===== config.mk =====
export PLATFORM = sky130hd
export DESIGN_NAME = led_command_parser_blinker
export DESIGN_NICKNAME = d
export VERILOG_FILES = /design/src/lcpb_pkg.sv /design/src/led_command_parser_blinker.sv
export SDC_FILE = /design/constraint.sdc
export NUM_CORES = 1
export LEC_CHECK = 0
export ABC_AREA = 1
export BUFFER_PORTS_ARGS = -buffer_cell sky130_fd_sc_hd__buf_2
export CORE_ASPECT_RATIO = 0.9
export CORE_MARGIN = 2
export CORE_UTILIZATION = 46
export DETAILED_ROUTE_END_ITERATION = 10
export GPL_TIMING_DRIVEN = 0
export SLEW_MARGIN = 20
export SYNTH_ARGS = -nofsm -noshare
export SYNTH_HDL_FRONTEND = slang
export SYNTH_SLANG_ARGS = --single-unit

===== constraint.sdc =====
create_clock -name clk -period 8.1 [get_ports clk]
set_input_delay 0.81 -clock clk [delete_from_list [all_inputs] [get_ports clk]]
set_output_delay 0.81 -clock clk [all_outputs]
set_load 0.02 [all_outputs]

===== src/lcpb_pkg.sv =====
package lcpb_pkg;

    // fixed port widths of the item fields
    localparam int unsigned BYTE_W   = 8;
    localparam int unsigned TIME_W   = 32;
    localparam int unsigned PORT_LED = 3;

    // blink period storage and limits
    localparam int unsigned PERIOD_W = 14;
    typedef logic [PERIOD_W-1:0] period_t;

    localparam period_t PERIOD_MIN   = 14'd50;
    localparam period_t PERIOD_MAX   = 14'd15000;
    localparam period_t PERIOD_SAT   = 14'd15001;
    localparam period_t PERIOD_RST_0 = 14'd50;
    localparam period_t PERIOD_RST_1 = 14'd100;
    localparam period_t PERIOD_RST_2 = 14'd75;

    // accumulator of the decimal scan, holds PERIOD_SAT * 10 + 9
    localparam int unsigned ACC_W = 18;
    typedef logic [ACC_W-1:0] acc_t;

    typedef logic [BYTE_W-1:0] char_t;

    localparam char_t CHAR_RESTART = 8'h24;  // '$'
    localparam char_t CHAR_END     = 8'h26;  // '&'
    localparam char_t CHAR_L       = 8'h4C;  // 'L'
    localparam char_t CHAR_O       = 8'h4F;  // 'O'
    localparam char_t CHAR_N       = 8'h4E;  // 'N'
    localparam char_t CHAR_F       = 8'h46;  // 'F'
    localparam char_t CHAR_ZERO    = 8'h30;  // '0'
    localparam char_t CHAR_ONE     = 8'h31;  // '1'
    localparam char_t CHAR_NINE    = 8'h39;  // '9'
    localparam char_t CHAR_NUL     = 8'h00;

endpackage


===== src/led_command_parser_blinker.sv =====
// channel | signals                                         | direction
// --------+-------------------------------------------------+----------
// input   | in_valid, in_ready, byte_valid, rx_byte,        | into block
//         | button_levels, now_ms                           |
// output  | out_valid, out_ready, led_levels, blink_enables | out of block
//
// one input transfer gives exactly one output transfer
// the scan and the blink pass each reuse one compare unit, one step a cycle
// rst_n clears all state asynchronously; the buffer is flops, so no sweep
// in_ready is low while an item is worked on; a finished result waits in the
// output register and only the final step stalls on a held result

module led_command_parser_blinker #(
    parameter int unsigned BUFFER_BYTES = 11,
    parameter int unsigned LED_COUNT    = 3
) (
    input  logic                              clk,
    input  logic                              rst_n,

    input  logic                              in_valid,
    output logic                              in_ready,
    input  logic                              byte_valid,
    input  logic [lcpb_pkg::BYTE_W-1:0]       rx_byte,
    input  logic [lcpb_pkg::PORT_LED-1:0]     button_levels,
    input  logic [lcpb_pkg::TIME_W-1:0]       now_ms,

    output logic                              out_valid,
    input  logic                              out_ready,
    output logic [lcpb_pkg::PORT_LED-1:0]     led_levels,
    output logic [lcpb_pkg::PORT_LED-1:0]     blink_enables
);

    // write pointer indexes the buffer; scan index also holds BUFFER_BYTES
    localparam int unsigned WP_W  = $clog2(BUFFER_BYTES);
    localparam int unsigned IX_W  = $clog2(BUFFER_BYTES + 1);
    localparam int unsigned LED_W = (LED_COUNT > 1) ? $clog2(LED_COUNT) : 1;
    localparam int unsigned PL    = lcpb_pkg::PORT_LED;

    typedef enum logic [2:0] {
        ST_IDLE,
        ST_BYTE,
        ST_CMD,
        ST_SCAN,
        ST_BUTTON,
        ST_BLINK,
        ST_DONE
    } state_t;

    state_t                          state_reg;

    // captured item
    logic                            byte_valid_reg;
    lcpb_pkg::char_t                 rx_byte_reg;
    logic [PL-1:0]                   buttons_reg;
    logic [lcpb_pkg::TIME_W-1:0]     now_reg;

    // command state
    lcpb_pkg::char_t                 buf_reg [BUFFER_BYTES];
    logic [WP_W-1:0]                 wp_reg;
    logic [IX_W-1:0]                 scan_idx_reg;
    lcpb_pkg::acc_t                  value_reg;
    logic [LED_W-1:0]                led_sel_reg;

    // per-led state
    lcpb_pkg::period_t               period_reg [LED_COUNT];
    logic [lcpb_pkg::TIME_W-1:0]     last_reg   [LED_COUNT];
    logic [LED_COUNT-1:0]            enable_reg;
    logic [LED_COUNT-1:0]            press_reg;
    logic [LED_COUNT-1:0]            release_reg;
    logic [LED_COUNT-1:0]            pin_reg;
    logic [LED_W-1:0]                blink_idx_reg;

    // output register
    logic                            out_valid_reg;
    logic [PL-1:0]                   led_out_reg;
    logic [PL-1:0]                   en_out_reg;

    // combinational helpers
    logic [WP_W:0]                   wp_inc;
    logic [WP_W-1:0]                 wp_next;
    lcpb_pkg::char_t                 scan_char;
    logic                            scan_end;
    logic                            scan_digit;
    lcpb_pkg::acc_t                  value_mul;
    lcpb_pkg::acc_t                  value_next;
    logic                            digit_ok;
    logic [LED_W-1:0]                led_from_digit;
    lcpb_pkg::char_t                 digit_diff;
    logic [lcpb_pkg::TIME_W-1:0]     elapsed;
    logic                            blink_due;
    logic [LED_COUNT+PL-1:0]         levels_pad;
    logic [LED_COUNT-1:0]            levels;
    logic [LED_COUNT+PL-1:0]         pin_pad;
    logic [LED_COUNT+PL-1:0]         en_pad;
    logic [LED_COUNT-1:0]            pin_btn;
    logic [LED_COUNT-1:0]            en_btn;
    logic [LED_COUNT-1:0]            press_btn;
    logic [LED_COUNT-1:0]            release_btn;
    logic                            periods_ok;

    assign in_ready      = (state_reg == ST_IDLE);
    assign out_valid     = out_valid_reg;
    assign led_levels    = led_out_reg;
    assign blink_enables = en_out_reg;

    // write pointer advance with wrap
    assign wp_inc  = {1'b0, wp_reg} + {{WP_W{1'b0}}, 1'b1};
    assign wp_next = (wp_inc == (WP_W+1)'(BUFFER_BYTES)) ? '0 : wp_inc[WP_W-1:0];

    // led digit of the command, '1' .. '0' + LED_COUNT
    assign digit_diff     = buf_reg[1] - lcpb_pkg::CHAR_ONE;
    assign digit_ok       = (buf_reg[1] >= lcpb_pkg::CHAR_ONE) &&
                            (buf_reg[1] <= lcpb_pkg::BYTE_W'(48 + LED_COUNT));
    assign led_from_digit = digit_diff[LED_W-1:0];

    // decimal scan step: value * 10 + digit, saturated above the limit
    always_comb
    begin
        scan_char  = (scan_idx_reg < IX_W'(BUFFER_BYTES)) ?
                     buf_reg[scan_idx_reg[WP_W-1:0]] : lcpb_pkg::CHAR_NUL;
        scan_end   = (scan_idx_reg >= IX_W'(BUFFER_BYTES)) ||
                     (scan_char == lcpb_pkg::CHAR_NUL);
        scan_digit = (scan_char >= lcpb_pkg::CHAR_ZERO) &&
                     (scan_char <= lcpb_pkg::CHAR_NINE);
        value_mul  = (value_reg << 3) + (value_reg << 1) +
                     lcpb_pkg::ACC_W'(scan_char - lcpb_pkg::CHAR_ZERO);
        value_next = (value_mul > lcpb_pkg::ACC_W'(lcpb_pkg::PERIOD_MAX)) ?
                     lcpb_pkg::ACC_W'(lcpb_pkg::PERIOD_SAT) : value_mul;
    end

    // shared blink compare, one led per cycle
    assign elapsed   = now_reg - last_reg[blink_idx_reg];
    assign blink_due = enable_reg[blink_idx_reg] &&
                       (elapsed >= lcpb_pkg::TIME_W'(period_reg[blink_idx_reg]));

    // buttons beyond the port read as low
    assign levels_pad = {{LED_COUNT{1'b0}}, buttons_reg};
    assign levels     = levels_pad[LED_COUNT-1:0];

    // button edge logic, all leds are independent
    always_comb
    begin
        pin_btn     = pin_reg;
        en_btn      = enable_reg;
        press_btn   = press_reg;
        release_btn = release_reg;
        for (int i = 0; i < LED_COUNT; i++)
        begin
            if (!levels[i] && !press_reg[i])
            begin
                press_btn[i]   = 1'b1;
                release_btn[i] = 1'b0;
            end
            if (levels[i] && !release_reg[i])
            begin
                press_btn[i]   = 1'b0;
                release_btn[i] = 1'b1;
                en_btn[i]      = ~enable_reg[i];
                pin_btn[i]     = ~enable_reg[i];
            end
        end
    end

    assign pin_pad = {{PL{1'b0}}, pin_reg};
    assign en_pad  = {{PL{1'b0}}, enable_reg};

    always_comb
    begin
        periods_ok = 1'b1;
        for (int i = 0; i < LED_COUNT; i++)
        begin
            if ((period_reg[i] < lcpb_pkg::PERIOD_MIN) ||
                (period_reg[i] > lcpb_pkg::PERIOD_MAX))
            begin
                periods_ok = 1'b0;
            end
        end
    end

    always_ff @(posedge clk or negedge rst_n)
    begin
        if (!rst_n)
        begin
            state_reg      <= ST_IDLE;
            byte_valid_reg <= 1'b0;
            rx_byte_reg    <= '0;
            buttons_reg    <= '0;
            now_reg        <= '0;
            for (int i = 0; i < BUFFER_BYTES; i++)
            begin
                buf_reg[i] <= lcpb_pkg::CHAR_NUL;
            end
            wp_reg         <= '0;
            scan_idx_reg   <= '0;
            value_reg      <= '0;
            led_sel_reg    <= '0;
            for (int i = 0; i < LED_COUNT; i++)
            begin
                period_reg[i] <= (i == 1) ? lcpb_pkg::PERIOD_RST_1 :
                                 (i == 2) ? lcpb_pkg::PERIOD_RST_2 :
                                            lcpb_pkg::PERIOD_RST_0;
                last_reg[i]   <= '0;
            end
            enable_reg     <= '0;
            press_reg      <= '0;
            release_reg    <= '0;
            pin_reg        <= '0;
            blink_idx_reg  <= '0;
            out_valid_reg  <= 1'b0;
            led_out_reg    <= '0;
            en_out_reg     <= '0;
        end
        else
        begin
            // result leaves on its transfer, unless the done step reloads it
            if (out_valid_reg && out_ready && (state_reg != ST_DONE))
            begin
                out_valid_reg <= 1'b0;
            end

            unique case (state_reg)
                ST_IDLE:
                begin
                    if (in_valid)
                    begin
                        byte_valid_reg <= byte_valid;
                        rx_byte_reg    <= rx_byte;
                        buttons_reg    <= button_levels;
                        now_reg        <= now_ms;
                        state_reg      <= ST_BYTE;
                    end
                end

                ST_BYTE:
                begin
                    if (byte_valid_reg && (rx_byte_reg == lcpb_pkg::CHAR_END))
                    begin
                        // terminate the text, then decode next cycle
                        buf_reg[wp_reg] <= lcpb_pkg::CHAR_NUL;
                        state_reg       <= ST_CMD;
                    end
                    else
                    begin
                        state_reg <= ST_BUTTON;
                        if (byte_valid_reg)
                        begin
                            if (rx_byte_reg == lcpb_pkg::CHAR_RESTART)
                            begin
                                wp_reg <= '0;
                            end
                            else
                            begin
                                buf_reg[wp_reg] <= rx_byte_reg;
                                wp_reg          <= wp_next;
                            end
                        end
                    end
                end

                ST_CMD:
                begin
                    if (buf_reg[0] != lcpb_pkg::CHAR_L)
                    begin
                        for (int i = 0; i < BUFFER_BYTES; i++)
                        begin
                            buf_reg[i] <= lcpb_pkg::CHAR_NUL;
                        end
                        wp_reg    <= '0;
                        state_reg <= ST_BUTTON;
                    end
                    else if (digit_ok)
                    begin
                        led_sel_reg <= led_from_digit;
                        if (buf_reg[2] == lcpb_pkg::CHAR_O)
                        begin
                            if (buf_reg[3] == lcpb_pkg::CHAR_N)
                            begin
                                pin_reg[led_from_digit] <= 1'b1;
                            end
                            else if ((buf_reg[3] == lcpb_pkg::CHAR_F) &&
                                     (buf_reg[4] == lcpb_pkg::CHAR_F))
                            begin
                                pin_reg[led_from_digit] <= 1'b0;
                            end
                            for (int i = 0; i < BUFFER_BYTES; i++)
                            begin
                                buf_reg[i] <= lcpb_pkg::CHAR_NUL;
                            end
                            wp_reg    <= '0;
                            state_reg <= ST_BUTTON;
                        end
                        else
                        begin
                            // period digits start after the led digit
                            scan_idx_reg <= IX_W'(2);
                            value_reg    <= '0;
                            state_reg    <= ST_SCAN;
                        end
                    end
                    else
                    begin
                        // a bad led digit keeps buffer and pointer
                        state_reg <= ST_BUTTON;
                    end
                end

                ST_SCAN:
                begin
                    if (scan_end || !scan_digit)
                    begin
                        if (scan_end &&
                            (value_reg >= lcpb_pkg::ACC_W'(lcpb_pkg::PERIOD_MIN)) &&
                            (value_reg <= lcpb_pkg::ACC_W'(lcpb_pkg::PERIOD_MAX)))
                        begin
                            period_reg[led_sel_reg] <= value_reg[lcpb_pkg::PERIOD_W-1:0];
                        end
                        for (int i = 0; i < BUFFER_BYTES; i++)
                        begin
                            buf_reg[i] <= lcpb_pkg::CHAR_NUL;
                        end
                        wp_reg    <= '0;
                        state_reg <= ST_BUTTON;
                    end
                    else
                    begin
                        value_reg    <= value_next;
                        scan_idx_reg <= scan_idx_reg + IX_W'(1);
                    end
                end

                ST_BUTTON:
                begin
                    pin_reg       <= pin_btn;
                    enable_reg    <= en_btn;
                    press_reg     <= press_btn;
                    release_reg   <= release_btn;
                    blink_idx_reg <= '0;
                    state_reg     <= ST_BLINK;
                end

                ST_BLINK:
                begin
                    if (blink_due)
                    begin
                        last_reg[blink_idx_reg] <= now_reg;
                        pin_reg[blink_idx_reg]  <= ~pin_reg[blink_idx_reg];
                    end
                    if (blink_idx_reg == LED_W'(LED_COUNT - 1))
                    begin
                        state_reg <= ST_DONE;
                    end
                    else
                    begin
                        blink_idx_reg <= blink_idx_reg + LED_W'(1);
                    end
                end

                ST_DONE:
                begin
                    // wait only while an older result is still held
                    if (!out_valid_reg || out_ready)
                    begin
                        out_valid_reg <= 1'b1;
                        led_out_reg   <= pin_pad[PL-1:0];
                        en_out_reg    <= en_pad[PL-1:0];
                        state_reg     <= ST_IDLE;
                    end
                end

                default:
                begin
                    state_reg <= ST_IDLE;
                end
            endcase
        end
    end

    // pointer stays inside the buffer
    a_wp_range: assert property (@(posedge clk) disable iff (!rst_n)
        ({1'b0, wp_reg} < (WP_W+1)'(BUFFER_BYTES)))
        else $error("write pointer outside buffer");

    // an accepted item closes the input until its work is done
    a_busy_after_accept: assert property (@(posedge clk) disable iff (!rst_n)
        (in_valid && in_ready) |=> !in_ready)
        else $error("input open right after a transfer");

    // stored periods never leave the legal window
    a_period_range: assert property (@(posedge clk) disable iff (!rst_n)
        periods_ok)
        else $error("blink period out of range");

    // the scan never runs past the end of the buffer
    a_scan_bound: assert property (@(posedge clk) disable iff (!rst_n)
        (state_reg == ST_SCAN) |-> (scan_idx_reg <= IX_W'(BUFFER_BYTES)))
        else $error("scan index past buffer end");

    // a finished item only leaves the done step by loading the output register
    a_done_loads: assert property (@(posedge clk) disable iff (!rst_n)
        ((state_reg == ST_DONE) && (!out_valid_reg || out_ready)) |=> out_valid_reg)
        else $error("result not loaded");

endmodule

After elaboration in Yosys (flattened, before gate mapping)
Cells that the tools add are included.
{"block": "classes", "n_mux": 92, "bitwise_logic": 14, "n_reduce_logical": 62, "n_lt_le_gt_ge": 21, "n_shift": 0, "n_eq_ne": 37, "div": 0, "addsub": 8, "mul": 0}
{"cell": "$mux 88", "count": 7}
{"cell": "$pmux 88 s3", "count": 1}
{"cell": "$bwmux 96", "count": 1}
{"cell": "$mux 32", "count": 3}
{"cell": "$mux 18", "count": 5}
{"cell": "$and 88x88->88", "count": 1}
{"cell": "$bwmux 88", "count": 1}
{"cell": "$not 88->88", "count": 1}
{"cell": "$bmux 32 s2", "count": 1}
{"cell": "$demux 32 s2", "count": 1}
{"cell": "$mux 4", "count": 12}
{"cell": "$bwmux 42", "count": 1}
{"cell": "$mux 14", "count": 3}
{"cell": "$mux 3", "count": 14}
{"cell": "$add 18x18->18", "count": 2}
{"cell": "$pmux 18 s2", "count": 1}
{"cell": "$bmux 8 s4", "count": 1}
{"cell": "$demux 8 s4", "count": 1}
{"cell": "$eq 8x7->1 const B", "count": 4}
{"cell": "$ge 32x14->1", "count": 1}
{"cell": "$mux 8", "count": 4}
{"cell": "$ne 2x2->1 const B", "count": 16}
{"cell": "$sub 32x32->32", "count": 1}
{"cell": "$bmux 14 s2", "count": 1}
{"cell": "56 further kinds", "count": 150}
{"block": "totals", "ff_bits": 322, "rom_bits": 0, "inputBits": 48, "latchBits": 0, "word_cells": 276, "memories": 0, "ramBits": 0}

Logic depth before layout (Yosys ltp)
Gate-level depths: netlist of the first run.
{"block": "logic_depth", "word_depth": 13, "ltp_mapped": 34, "ltp_nobuf": 33}

Worst setup path before layout of the first run
No wires, ideal clock.
{"block": "synth_timing", "path_type": "reg-to-reg", "startpoint": "register blink_idx_reg[0]", "endpoint": "register last_reg[54] in the netlist's numbering", "t_required_ns": 7.983, "period_less_slack_ns": 4.288, "slack_ns": 3.812, "n_path_buf": 4, "t_arrival_ns": 4.171, "path_stages_with_launch": 35, "path_cell_list": "dfrtp_1 > inv_1 > clkbuf_1 > buf_1 > nor2_1 > o21ai_0 > ha_1 > inv_1 > fa_1 > nand3_1 > nand3_1 > nand2_1 > nand2_1 > xor2_1 > ha_1 > nand2_1 > inv_1 > nand2_1 > nand2_1 > nor2_1 > nand2_1 > nand2_1 > nand2_1 > a21boi_0 > nand3_1 > nor2_1 > nand2_1 > nor2_1 > nand2_1 > nand2_1 > inv_2 > buf_2 > buf_2 > nand4_1 > nand2_1"}
{"block": "synth_via", "elab_chain_len": 8, "word_cells_on_any_way": 19}
{"element": "start: declaration", "line_no": "led_command_parser_blinker.sv:71", "text": "logic [LED_W-1:0] blink_idx_reg;"}
{"element": "start signal: assignment", "line_no": "led_command_parser_blinker.sv:354", "text": "blink_idx_reg <= blink_idx_reg + LED_W'(1);"}
{"element": "$not 2->3 (implied by the code)", "line_no": "led_command_parser_blinker.sv:132, led_command_parser_blinker.sv:134, led_command_parser_blinker.sv:345"}
{"element": "$bmux 32 s2", "line_no": "led_command_parser_blinker.sv:132", "text": "assign elapsed = now_reg - last_reg[blink_idx_reg];"}
{"element": "$mux 32 (implied by the code) (2 in a row)", "line_no": "led_command_parser_blinker.sv:132"}
{"element": "$sub 32x32->32", "line_no": "led_command_parser_blinker.sv:132"}
{"element": "$ge 32x14->1", "line_no": "led_command_parser_blinker.sv:134", "text": "(elapsed >= lcpb_pkg::TIME_W'(period_reg[blink_idx_reg]));"}
{"element": "$logic_and 1x1->1", "line_no": "led_command_parser_blinker.sv:133", "text": "assign blink_due = enable_reg[blink_idx_reg] &&"}
{"element": "$reduce_and 2->1 (no line)"}
{"element": "end signal: indexed assignment", "line_no": "led_command_parser_blinker.sv:345", "text": "last_reg[blink_idx_reg] <= now_reg;"}
{"element": "end: declaration", "line_no": "led_command_parser_blinker.sv:66", "text": "logic [lcpb_pkg::TIME_W-1:0] last_reg [LED_COUNT];"}
Several ways; a longest one is shown, not always the timed one. The select of a mux whose other input is x is not followed.
A chain may end at the register's enable or synchronous reset.

Worst setup path after layout of the first run
{"block": "layout_timing", "startpoint": "register blink_idx_reg[0]", "endpoint": "register last_reg[24] in the netlist's numbering"}
Same word-level chain as after synthesis.

==> results of run 1 <==
==> per-stage QoR <==
step | util | area (µm²) | setup WS [ps]
floorplan | - | 20400 | 3810
global placement | 0.487 | 21500 | -89.0
detailed placement | 0.490 | 21600 | 1670
CTS | 0.519 | 22900 | 1610
global route | 0.519 | 22900 | 1070
finish | 0.519 | 22900 | 1520
==> final timing paths <==
path / start / endpoint / cells past startpoint
setup reg to reg: blink_idx_reg[0] / last_reg[24] / 34
hold / removal: rst_n / now_reg[18] / 1
max in group asynchronous: rst_n / period_reg[0] / 2
hold reg to reg: last_reg[85] / last_reg[85] / 2
min in group clk: last_reg[85] / last_reg[85] / 2
setup / recovery: blink_idx_reg[0] / last_reg[24] / 34
==> power by group <==
group          leakage (nW)  total [mW]  internal [mW]  switching [mW]
Sequential             4.18        2.64           2.12           0.524
Combinational          6.74        7.18           2.37            4.80
Clock                 0.635        1.81           1.08           0.729
Total                  11.6        11.6           5.57            6.06
==> cell families after synthesis <==
group	share of synthesized area
mux	0.0193
compound gates	0.127
xor+xnor	0.0165
flops	0.395
buf+inv	0.0719
fa+ha+maj	0.0628
simple gates	0.308
==> layout by cell type (no fill, tap or decap), drive strengths merged, types with 5 or more instances in the layout <==
cell type  instances
a21oi            130
xor2              30
ha                77
buf              106
nor3              24
nor4               6
nand3b             5
clkbuf           141
a211oi            44
nor2             244
mux2              35
a31oi              6
nand4            134
dfstp             10
o21ai            175
o21bai             7
dfrtp            312
a2bb2oi           48
xnor2              6
nand2            897
nand3            170
fa                16
clkinv             6
inv              238
==> layer usage <==
metal | track usage | up-vias | routed length, µm
met5 | 0 | - | 0
met3 | 0.0466 | 185 | 3930
li1 | - | 9433 | -
met2 | 0.503 | 684 | 32400
met4 | 0.136 | 0 | 3120
met1 | 0.389 | 9452 | 28900
==> final cells by class <==
type                    count  area [µm²]
plain buffers             130         579
inverters                 237         890
flip-flops and latches    322        8070
multi-input cells        2089       10900
fillers                  4417       21200
well taps                 600         751
clock buffers              59        1150
clock inverters            11         143
repair buffers             58         368
==> synthesized netlist by cell type (all sizes together), types with 35 or more instances <==
master   instances
dfrtp          312
inv            236
clkbuf          82
buf             48
nand4          134
nand3          170
nand2          897
o21ai          175
a211oi          44
a21oi          130
nor2           244
ha              77
a2bb2oi         48
mux2            35
==> summary.txt, run 1 <==
Logic synthesis
  • Flops & latches, synth: 322
  • Mapped cell area: 20400 µm²
  • Top FF cell, synth: dfrtp_1
  • Synth top area cells: dfrtp_1 38%, nand2_1 16%, ha_1 4.7%, nor2_1 4.4%, inv_1 4.2%
  • Synth top area share: 0.382
  • Post-synthesis sequential area ratio: 0.395
  • Syn Inst Count: 2778
  • Yosys Warn Count: 0
  • Post-synth ARST share: 1.00
  • Post-synthesis area per instance: 7.36 µm²
  • Post-synth EDFFs: 0
  • Synthesized Nets: 2919
  • Synth area leader: dfrtp_1
  • Count of cell types in the netlist: 55

Floorplanning
  • Chip height: 204 µm
  • # rows: 73
  • Initial Utilization: 0.464
  • Die width: 226 µm
  • Total die area: 46100 µm²
  • I/O pin count: 56
  • Core area: 44000 µm²

Pwr
  • Overall Power: 11.6 mW
  • Pwr dens: 509 nW/µm²
  • Leak: 11.6 nW
  • Maximum resistive drop on vdd: 0.000261 V

CTS
  • CTS sink cnt: 322
  • Clock-pin slew on the worst setup and hold paths: 60 ps
  • CTS tree: yes
  • Total setup buffers inserted after CTS: 0
  • Number of hold buffers added after cts: 0
  • Post-CTS sizing: 0
  • Bufs on Longest Clock Path: 3
  • # H-tree levels: 2
  • CTS root buffer: clkbuf_16
  • Total CTS buffers: 39
  • Clock latency on the worst-skew pair: 570 ps

Placed design
  • GP Congestion: 0.962
  • Post-DP HPWL: 50200 µm
  • Dpl cells: 3436
  • Port buffer count: 55

Critical path
  • Flop-to-flop setup slack: 1520 ps
  • Maximum fanout along the worst path: 11
  • Largest delay share family, worst path: simple AND/OR/NAND/NOR gates
  • CP required: 8580 ps
  • CP Launch Type: flop
  • WP buf/inv: 7
  • CP endpoint kind: flop
  • Max incr delay on CP: 620 ps
  • Critical path type: flop to flop
  • Slowest CP cell: clkbuf_1
  • Top cell by count, worst path: nand2_1
  • Worst Path Arrival: 7060 ps

Job
  • Max Cap Viol: 0

Detailed routing
  • Vias: 19800
  • Pre-antenna DRT Iters: 8
  • Starting DRT DRC Count: 1667
  • Drt drc: 0
  • Overall routed net length: 68300 µm
  • Routed wire per std cell: 19.5 µm
  • Via density: 5.63
  • Antenna-violating nets left: 0

STA
  • Fmax: 152 MHz
  • Rel. slew slack: 0.242
  • Final Max Tran Viols: 0
  • Final setup fails: 0
  • Hold Vio Cnt, Final: 0
  • Tmin final: 6580 ps
  • Smallest hold slack: 214 ps
  • Unrepaired setup endpoints after global routing: no
  • Slew @ Worst Pin: 1140 ps
  • Clk_skew: 25.0 ps
  • Final cycle utilization of the critical path: 0.812
  • Setup TNS Final: 0 ps

Final layout
  • Layout cells sized above 1: 0.0809
  • Post-layout nets: 3018
  • Post-Layout Cell Count: 3506
  • Max reg flops: 96
  • Antenna cells: 0
  • Synth-to-layout area growth: 11.8%

GRT
  • First-pass GRT wire length: 109000 µm
  • Global-route usage over all layers: 0.302
  • Global route overflow: 0
  • Pin count of the biggest net entering global routing: 96
  • Initial antenna violation count: 0
  • Vias in the first global route: 19400

Hold path
  • Hold Crit Class: input port to asynchronous set/reset pin

Run status
  • Outcome: complete, no violations
No activity file was read; power rests on OpenSTA's default activity.
==> inputs of run 2 (changes only) <==
- clock period: 8.1 -> 5.9 ns (I/O delays scaled with it)
==> run 2 against run 1 <==
  * Clock skew about the same
  * Worst hold slack gained 40 ps
  * Sequential share of layout area shrank 0.073 points
  * Largest power group unchanged
  * First-iteration DRC count is 1.9% lower
  * Largest cell class unchanged
  * Clock-buffer cell count stayed put
  * Utilization grew 0.11 points
  * Die area is the same
  * Register-to-register slack worse by 1100 ps
  * Non-clock buffer count is 1 lower
==> summary.txt, run 2 (synthesis results as in run 1) <==
Final layout
  • Antenna cells: 0 (unchanged)
  • Final core occ: 0.520 (+0.00108)
  • Fillers: 4412 (-0.11%)
  • Max reg flops: 96 (unchanged)
  • Synth-to-layout area growth: 12.1%
  • Post-layout nets: 3017 (-0.033%)
  • Register area: 8070 µm² (unchanged)
  • Commonest non-fill, non-tap cells in the layout: 882 x nand2_1, 312 x dfrtp_1, 239 x nor2_1
  • Layout cells sized above 1: 0.0857 (+0.00485)
  • Commonest non-fill, non-tap cell in the layout: nand2_1
  • Area of the multi-input gates: 10900 µm² (+0.17%)

Detailed routing
  • Pre-antenna DRT Iters: 5 (-3)
  • Drt drc: 0 (unchanged)
  • Vias: 19800 (+0.31%)
  • Routed wire per std cell: 19.5 µm (+0.15%)
  • Starting DRT DRC Count: 1636 (-1.9%)
  • Antenna-violating nets left: 0 (unchanged)
  • Overall routed net length: 68400 µm (+0.12%)
  • Via density: 5.65 (+0.34%)

CTS
  • Total CTS buffers: 39 (unchanged)
  • Clock latency on the worst-skew pair: 570 ps (about the same)
  • CTS sink cnt: 322 (unchanged)
  • # H-tree levels: 2 (unchanged)
  • CTS tree: yes
  • Clock-pin slew on the worst setup and hold paths: 60 ps (about the same)
  • CTS root buffer: clkbuf_16
  • Bufs on Longest Clock Path: 3 (unchanged)

STA
  • Slew @ Worst Pin: 1070 ps (-65.4 ps)
  • Rel. slew slack: 0.286 (+0.0436)
  • Tmin final: 5490 ps (-1090 ps)
  • Final Max Tran Viols: 0 (unchanged)
  • Fmax: 182 MHz (+20%)
  • Final setup fails: 0 (unchanged)
  • Clk_skew: 24.7 ps (-0.270 ps)
  • Setup TNS Final: 0 ps (unchanged)
  • Final cycle utilization of the critical path: 0.930 (+0.118)
  • Hold Vio Cnt, Final: 0 (unchanged)

GRT
  • Initial antenna violation count: 0 (unchanged)
  • Global-route usage over all layers: 0.302 (-0.000374)
  • Vias in the first global route: 19400 (+0.0052%)
  • First-pass GRT wire length: 109000 µm (about the same)
  • Global route overflow: 0 (unchanged)
  • Pin count of the biggest net entering global routing: 96 (unchanged)

Placed design
  • GP Congestion: 0.962 (unchanged)
  • Post-DP HPWL: 50200 µm (unchanged)
  • Port buffer count: 55 (unchanged)

Critical path
  • CP endpoint kind: flop
  • Critical path type: flop to flop
  • Largest delay share family, worst path: simple AND/OR/NAND/NOR gates
  • CP Launch Type: flop
  • Slowest CP cell: dfrtp_1
  • Max incr delay on CP: 500 ps (-120 ps)
  • Worst Path Arrival: 5920 ps (-1140 ps)
  • Top cell by count, worst path: nand2_1
  • CP required: 6330 ps (-2250 ps)
  • Maximum fanout along the worst path: 11 (unchanged)
  • WP buf/inv: 7 (unchanged)

Hold path
  • Hold Crit Class: input port to flop

Pwr
  • Leak: 11.6 nW (+0.29%)
  • Internal Dissipation: 7.67 mW (+38%)
  • Sequential Power Share: 0.226 (about the same)
  • Switching share of power: 0.521 (about the same)
  • Psw: 8.34 mW (+38%)
  • Maximum resistive drop on vdd: 0.000360 V (+38%)
  • Clock Power Share: 0.156 (about the same)
  • Comb pwr share: 0.618 (about the same)
  • Pwr dens: 699 nW/µm² (+37%)
  • Overall Power: 16.0 mW (+38%)

Job
  • Max Cap Viol: 0 (unchanged)

Floorplanning
  • Initial Utilization: 0.464 (unchanged)
  • Core area: 44000 µm² (unchanged)
  • Total die area: 46100 µm² (unchanged)
  • # rows: 73 (unchanged)
  • Chip height: 204 µm (unchanged)
  • Die width: 226 µm (unchanged)
  • I/O pin count: 56 (unchanged)

Run status
  • Outcome: complete, no violations
==> run 2: changes by cell type in the layout (fill, tap and decap cells not counted), moves of 2 or more <==
cell,change
clkbuf_4,+4
nand3_2,+3
clkbuf_2,+5
nand3_1,-3
inv_1,-2
buf_2,-2
clkbuf_1,-9
==> run 2: power groups by stage <==
| stage | sequential (mW) | combinational (mW) | clock, mW |
|---|---|---|---|
| after floorplan | 3.37 | 7.07 | 0 |
| after global placement | 3.62 | 9.55 | 0 |
| after detailed placement | 3.63 | 9.71 | 0 |
| after CTS | 3.61 | 9.77 | 2.53 |
| after global routing | 3.71 | 11.1 | 2.63 |
| final | 3.62 | 9.89 | 2.49 |
==> run 2: cell type report <==
cell class	count	share of cell area
Sequential cell	322	0.352
Tap cell	600	0.0328
Inverter	237	0.0390
Clock buffer	59	0.0504
Multi-Input combinational cell	2089	0.477
Clock inverter	11	0.00623
Timing Repair Buffer	59	0.0165
Buffer	128	0.0259
==> run 2: final timing paths <==
path	to	slack, ps	startpoint	cells after the start
setup / recovery	last_reg[62]	410	blink_idx_reg[1]	33
hold / removal	now_reg[6]	250	now_ms[6]	2
setup reg to reg	last_reg[62]	410	blink_idx_reg[1]	33
hold reg to reg	last_reg[67]	470	last_reg[67]	2
max in group asynchronous	period_reg[0]	4360	rst_n	3
min in group asynchronous	now_reg[18]	590	rst_n	2
==> run 2: metal layers <==
layer / global-route usage / part of all wire / vias to the layer above
li1: - / - / 9433
met1: 0.388 / 0.42 / 9506
met2: 0.503 / 0.47 / 681
met3: 0.0474 / 0.060 / 196
met4: 0.136 / 0.047 / 0
met5: 0 / 0 / -
==> run 2: through the flow <==
stage	hold WS, ps	setup WS (ps)	area (µm²)	cells
6_report	254	413	22900	3505
5_1_grt	239	-2.43	22900	3505
4_1_cts	225	66.1	22900	3505
3_5_place_dp	453	-534	21600	3436
3_3_place_gp	450	-2070	21500	3433
2_1_floorplan	294	1610	20400	2778
==> run 2: what timing repair did <==
item,4_1_cts,5_1_grt
setup endpoints to repair,99,96
gates resized for setup,7,18
hold buffers,1,0
endpoints found under the hold margin,4,0
buffers inserted,0,0
==> run 2: worst register-to-register path: cells and delay by family, from the launching register on <==
family | cells | cell delay (ps)
AO/OA/AOI/OAI | 3 | 580
XOR/XNOR | 1 | 260
adder cells (fa/ha/maj) | 3 | 930
buffers and inverters | 7 | 1360
flip-flops | 1 | 500
AND/OR/NAND/NOR | 19 | 1760
